===== src/ffa_pkg.sv =====
// Types and constants of the first-fit heap allocator.
package ffa_pkg;

	localparam int unsigned UNIT_BYTES = 8;
	localparam int unsigned OFF_W      = 12;
	localparam int unsigned STATUS_W   = 3;

	localparam logic FUNC_ALLOC = 1'b0;
	localparam logic FUNC_FREE  = 1'b1;

	localparam logic [STATUS_W-1:0] ST_OK        = 3'd0;
	localparam logic [STATUS_W-1:0] ST_ZERO      = 3'd1;
	localparam logic [STATUS_W-1:0] ST_TOO_LARGE = 3'd2;
	localparam logic [STATUS_W-1:0] ST_NO_FIT    = 3'd3;
	localparam logic [STATUS_W-1:0] ST_BAD_PTR   = 3'd4;
	localparam logic [STATUS_W-1:0] ST_DOUBLE    = 3'd5;

	typedef struct packed {
		logic        func;
		logic [15:0] req_bytes;
		logic [15:0] free_offset;
	} req_t;

	typedef struct packed {
		logic [OFF_W-1:0]    payload_offset;
		logic [STATUS_W-1:0] status;
	} rsp_t;

	typedef enum logic [2:0] {
		WR_NONE,
		WR_SPLIT,
		WR_ALLOC,
		WR_TGT,
		WR_PREV
	} wr_kind_t;

	typedef struct packed {
		logic                start;
		logic                rd;
		logic                step;
		logic                take;
		logic                merge;
		wr_kind_t            wr;
		logic                load_out;
		logic [STATUS_W-1:0] status;
	} cmd_t;

	typedef struct packed {
		logic req_zero;
		logic req_big;
		logic off_bad;
		logic cur_zero;
		logic cur_used;
		logic cur_fits;
		logic cur_split;
		logic next_end;
		logic pos_lt_tgt;
		logic pos_eq_tgt;
		logic prev_free;
	} sts_t;

endpackage


===== src/ffa_ctrl.sv =====
// Controller state machine of the heap allocator: walk, write and result sequencing.
module ffa_ctrl (
	input  logic           clk,
	input  logic           arst_n,
	input  logic           in_valid,
	input  logic           in_func,
	output logic           in_ready,
	output logic           out_valid,
	input  logic           out_ready,
	input  ffa_pkg::sts_t  sts,
	output ffa_pkg::cmd_t  cmd
);
	import ffa_pkg::*;

	typedef enum logic [3:0] {
		S_IDLE,
		S_ALLOC,
		S_FREE,
		S_SUCC,
		S_SPLIT,
		S_GRANT,
		S_WR_TGT,
		S_WR_PREV,
		S_FINISH
	} state_t;

	state_t              state_q, state_d;
	logic                in_ready_q, in_ready_d;
	logic                out_valid_q, out_valid_d;
	logic [STATUS_W-1:0] status_q, status_d;

	always_comb begin
		cmd         = '0;
		cmd.wr      = WR_NONE;
		cmd.status  = status_q;
		state_d     = state_q;
		status_d    = status_q;
		in_ready_d  = in_ready_q;
		out_valid_d = out_valid_q & ~out_ready;
		unique case (state_q)
			S_IDLE: begin
				if (in_valid && in_ready_q) begin
					cmd.start  = 1'b1;
					in_ready_d = 1'b0;
					if (in_func == FUNC_FREE) begin
						if (sts.off_bad) begin
							status_d = ST_BAD_PTR;
							state_d  = S_FINISH;
						end else begin
							cmd.rd  = 1'b1;
							state_d = S_FREE;
						end
					end else if (sts.req_zero) begin
						status_d = ST_ZERO;
						state_d  = S_FINISH;
					end else if (sts.req_big) begin
						status_d = ST_TOO_LARGE;
						state_d  = S_FINISH;
					end else begin
						cmd.rd  = 1'b1;
						state_d = S_ALLOC;
					end
				end
			end
			S_ALLOC: begin
				if (sts.cur_zero) begin
					status_d = ST_NO_FIT;
					state_d  = S_FINISH;
				end else if (!sts.cur_used && sts.cur_fits) begin
					state_d = sts.cur_split ? S_SPLIT : S_GRANT;
				end else if (sts.next_end) begin
					status_d = ST_NO_FIT;
					state_d  = S_FINISH;
				end else begin
					cmd.step = 1'b1;
					cmd.rd   = 1'b1;
				end
			end
			S_FREE: begin
				if (sts.pos_lt_tgt) begin
					if (sts.cur_zero || sts.next_end) begin
						status_d = ST_BAD_PTR;
						state_d  = S_FINISH;
					end else begin
						cmd.step = 1'b1;
						cmd.rd   = 1'b1;
					end
				end else if (!sts.pos_eq_tgt || sts.cur_zero) begin
					status_d = ST_BAD_PTR;
					state_d  = S_FINISH;
				end else if (!sts.cur_used) begin
					status_d = ST_DOUBLE;
					state_d  = S_FINISH;
				end else begin
					cmd.take = 1'b1;
					if (sts.next_end) begin
						state_d = S_WR_TGT;
					end else begin
						cmd.rd  = 1'b1;
						state_d = S_SUCC;
					end
				end
			end
			S_SUCC: begin
				cmd.merge = ~sts.cur_used;
				state_d   = S_WR_TGT;
			end
			S_SPLIT: begin
				cmd.wr  = WR_SPLIT;
				state_d = S_GRANT;
			end
			S_GRANT: begin
				cmd.wr   = WR_ALLOC;
				status_d = ST_OK;
				state_d  = S_FINISH;
			end
			S_WR_TGT: begin
				cmd.wr = WR_TGT;
				if (sts.prev_free) begin
					state_d = S_WR_PREV;
				end else begin
					status_d = ST_OK;
					state_d  = S_FINISH;
				end
			end
			S_WR_PREV: begin
				cmd.wr   = WR_PREV;
				status_d = ST_OK;
				state_d  = S_FINISH;
			end
			S_FINISH: begin
				if (!out_valid_q || out_ready) begin
					cmd.load_out = 1'b1;
					out_valid_d  = 1'b1;
					in_ready_d   = 1'b1;
					state_d      = S_IDLE;
				end
			end
			default: begin
				state_d = S_IDLE;
			end
		endcase
	end

	always_ff @(posedge clk or negedge arst_n) begin
		if (!arst_n) begin
			state_q     <= S_IDLE;
			in_ready_q  <= 1'b1;
			out_valid_q <= 1'b0;
			status_q    <= ST_OK;
		end else begin
			state_q     <= state_d;
			in_ready_q  <= in_ready_d;
			out_valid_q <= out_valid_d;
			status_q    <= status_d;
		end
	end

	assign in_ready  = in_ready_q;
	assign out_valid = out_valid_q;

endmodule


===== config.mk =====
export PLATFORM = sky130hd
export DESIGN_NAME = ffa_ctrl
export DESIGN_NICKNAME = d
export VERILOG_FILES = /design/src/ffa_pkg.sv /design/src/ffa_ctrl.sv
export SDC_FILE = /design/constraint.sdc
export NUM_CORES = 1
export LEC_CHECK = 0
export ABC_AREA = 0
export BUFFER_PORTS_ARGS = -buffer_cell sky130_fd_sc_hd__buf_2
export CAP_MARGIN = 10
export CORE_ASPECT_RATIO = 0.7
export CORE_MARGIN = 5
export CORE_UTILIZATION = 30
export CTS_BUF_LIST = sky130_fd_sc_hd__clkbuf_8 sky130_fd_sc_hd__clkbuf_16
export CTS_CLUSTER_DIAMETER = 60
export DETAILED_ROUTE_END_ITERATION = 12
export REMOVE_ABC_BUFFERS = 1
export SLEW_MARGIN = 15
export SYNTH_ARGS = -nofsm -noshare
export SYNTH_HDL_FRONTEND = slang
export SYNTH_SLANG_ARGS = --single-unit

===== constraint.sdc =====
create_clock -name clk -period 1.84 [get_ports clk]
set_input_delay 0.092 -clock clk [delete_from_list [all_inputs] [get_ports clk]]
set_output_delay 0.092 -clock clk [all_outputs]
set_load 0.02 [all_outputs]

==> impl_metrics.json <==
{
  "run_status": "finished, final reports clean",
  "r2r-start": "state_q[3]",
  "endpoint_kind": "flip-flop",
  "fmax_ghz": 0.5684,
  "seq_power_share_pct": 25.4,
  "ios": 30,
  "yosysWarnings": 0,
  "die_area_um2": 3774,
  "dp_hpwl_um": 1930,
  "swShare_pct": 41.83,
  "dp.cells": 165,
  "place_area_um2": 1052,
  "worstSetupPathType": "reg -> reg",
  "yosys_register_bits": 9,
  "hp-class": "in -> reg",
  "rows": 15,
  "initial_utilization_pct": 31.63,
  "grt_pass1_wl_um": 3670,
  "area_growth_pct": 45.32,
  "finalCriticalPeriod_ps": 1759,
  "num_vias": 845,
  "min_to": "out_valid",
  "h-tree-depth": 1,
  "grt_max_degree": 11,
  "diodes": 0,
  "mostFrequentLayoutCells": "buf_2 (29), buf_4 (16), nor2_1 (8), nand2_1 (8)",
  "crit_required_ps": 1960,
  "yosysUniqueCellTypes": 36,
  "fillers": 256,
  "relSlewSlack_pct": 70.92,
  "drc": 0,
  "ant_nets": 0,
  "drive_above_1_share_pct": 48.18,
  "path_max_fanout": 8,
  "clkLatencyLatePin_ps": 240,
  "first_global_vias": 776,
  "grt_util_all_layers_pct": 12.74,
  "drt_iter0_drc": 44,
  "syn_avg_cell_area_um2": 8.582,
  "syn_inst": 92,
  "ys_seq_area_share_pct": 28.68,
  "clkTransAtPathRegs_ps": 50,
  "clk_path_buf_depth": 2,
  "wl_um": 2376,
  "power_mw": 1.523,
  "maxSlewViolCount": 0,
  "fin_worst_skew_ps": 4.582,
  "min_period_over_period_pct": 95.62,
  "min_from": "out_ready",
  "antenna_found_initial": 0,
  "clock-sinks": 9,
  "clockPowerShare_pct": 15.0,
  "routabilityCongestion": 0.9594,
  "finalSetupViolCount": 0,
  "power_switching_mw": 0.6371,
  "drt_first_pass_iters": 4,
  "die_w_um": 71.32,
  "tightest_slew_ps": 432.9,
  "portBuffers": 29,
  "die_height_um": 52.92,
  "core-area_um2": 2496,
  "tritoncts": "built",
  "grt.overflow.total": 0,
  "power_frac_comb_pct": 59.6,
  "hold_path_depth": 3,
  "syn_area_um2": 789.5,
  "r2r_slack_ps": 80,
  "cts_root_buf": "clkbuf_8",
  "ir_drop_mv": 0.5626,
  "fin_nets": 154,
  "fin_setup_tns_ps": 0,
  "reg2regPathDepth": 5,
  "reg2reg_to": "status_q[2]",
  "layout_commonest_cell": "buf_2",
  "routed_via_density": 4.942,
  "p_int_mw": 0.8859,
  "final-hold-violation-count": 0,
  "drv_cap": 0,
  "rsz0062_at_grt": "true",
  "arrival_ps": 1870,
  "cts_buffers": 3,
  "fin_area_um2": 1147,
  "startpoint_type": "flip-flop",
  "cellPowerDensity_nw_per_um2": 1327,
  "post_drt_wl_per_cell_um": 13.89,
  "leakagePower_nw": 0.5828,
  "instances_no_fill": 171
}
-- per-stage QoR --
| stage | setup WS, ps | hold slack [ps] | util (%) |
|---|---|---|---|
| after detailed placement | 30.09 | -42.91 | 42.16 |
| after global placement | 53.25 | -39.47 | 42.16 |
| after CTS | 3.101 | 155.6 | 44.86 |
| after floorplan | 41.87 | -203.6 | - |
| after global routing | 0.1755 | 169.9 | 45.96 |
| final | 80.64 | 157.2 | 45.96 |
-- synth_stat cells (all sizes together) --
| library cell | count | area, um^2 |
|---|---|---|
| a211o | 2 | 17.52 |
| a21o | 2 | 15.01 |
| a21oi | 6 | 30.03 |
| a31o | 2 | 17.52 |
| a32oi | 1 | 8.760 |
| and2b | 1 | 7.510 |
| and3 | 1 | 6.260 |
| buf | 3 | 30.03 |
| clkbuf | 2 | 7.510 |
| dfrtp | 8 | 200.2 |
| dfstp | 1 | 26.28 |
| inv | 5 | 18.77 |
| mux2 | 3 | 45.04 |
| mux2i | 1 | 10.01 |
| nand2 | 8 | 30.03 |
| nand2b | 4 | 25.02 |
| nand3 | 4 | 20.02 |
| nand4 | 3 | 33.78 |
| nor2 | 9 | 36.29 |
| nor2b | 3 | 18.77 |
| nor3 | 4 | 25.02 |
| nor3b | 1 | 7.510 |
| nor4 | 2 | 12.51 |
| nor4b | 1 | 23.77 |
| o211ai | 1 | 7.510 |
| o21ai | 6 | 30.03 |
| o21bai | 1 | 7.510 |
| o221ai | 1 | 8.760 |
| o22ai | 2 | 12.51 |
| o311ai | 1 | 26.28 |
| o32ai | 1 | 8.760 |
| or2b | 2 | 15.01 |
-- critical path, stage by stage, from the launching register on --
cell and delay [ps]:
dfrtp_2 480, buf_4 170, a21oi_2 130, nand2_1 100, nor4b_4 420, mux2_4 330
-- metal layers --
| layer | GRT usage [%] | share of wire, % | up-vias | wire, um |
|---|---|---|---|---|
| li1 | - | - | 433 | - |
| met1 | 17.47 | 48 | 378 | 1141 |
| met2 | 17.23 | 42 | 34 | 1004 |
| met3 | 6.641 | 9.6 | 0 | 229 |
| met4 | 3.125 | 0 | 0 | 0 |
| met5 | 0 | 0 | - | 0 |
-- power by group through the flow --
stage / Sequential, mW / Clock [mW] / Combinational, mW
after floorplan: 0.436 / 0 / 0.446
after global placement: 0.370 / 0 / 0.850
after detailed placement: 0.372 / 0 / 0.852
after CTS: 0.376 / 0.231 / 0.864
after global routing: 0.402 / 0.249 / 0.975
final: 0.387 / 0.228 / 0.908
-- sequential cells by signal, indices dropped and copies added, names as in the netlist --
name       cells
in_ready       1
out_valid      1
state_q        4
status_q       3
-- worst max-delay path by stage --
stage | startpoint | end | slack (ps) | depth (start not counted)
finish | state_q[3] | status_q[2] | 80 | 5
global route | state_q[3] | cmd[10] | 0.2 | 6
CTS | state_q[2] | status_q[2] | 3 | 5
detailed placement | state_q[0] | status_q[2] | 30 | 5
global placement | state_q[2] | status_q[2] | 50 | 5
floorplan | state_q[0] | status_q[0] | 40 | 5
-- logic make-up (layout without fill, tap and decap cells) --
kind of cell / count (synthesis) / count (layout) / share of synthesized area [%]
AO/OA/AOI/OAI: 26 / 26 / 24.09
flip-flops: 9 / 9 / 28.68
buffers and inverters: 10 / 55 / 7.132
multiplexers: 4 / 4 / 6.973
AND/OR/NAND/NOR: 43 / 43 / 33.12
-- what timing repair did --
| action | 4_1_cts | 5_1_grt |
|---|---|---|
| hold buffers | 1 | 0 |
| endpoints found under the hold margin | 9 | 0 |
| gates resized for setup | 3 | 7 |
| endpoints found under the setup margin | 1 | 5 |
| pin swaps | 0 | 1 |
| setup buffers | 0 | 1 |
-- layout make-up --
cell class | instances | area, um^2 | area share [%]
multi-input cells | 73 | 534.3 | 46.56
repair buffers | 46 | 275.3 | 23.99
flip-flops and latches | 9 | 231.5 | 20.17
well taps | 34 | 42.54 | 3.708
clock buffers | 3 | 41.29 | 3.599
inverters | 5 | 18.77 | 1.636
clock inverters | 1 | 3.754 | 0.3272
(Power assumes the default switching activity.)
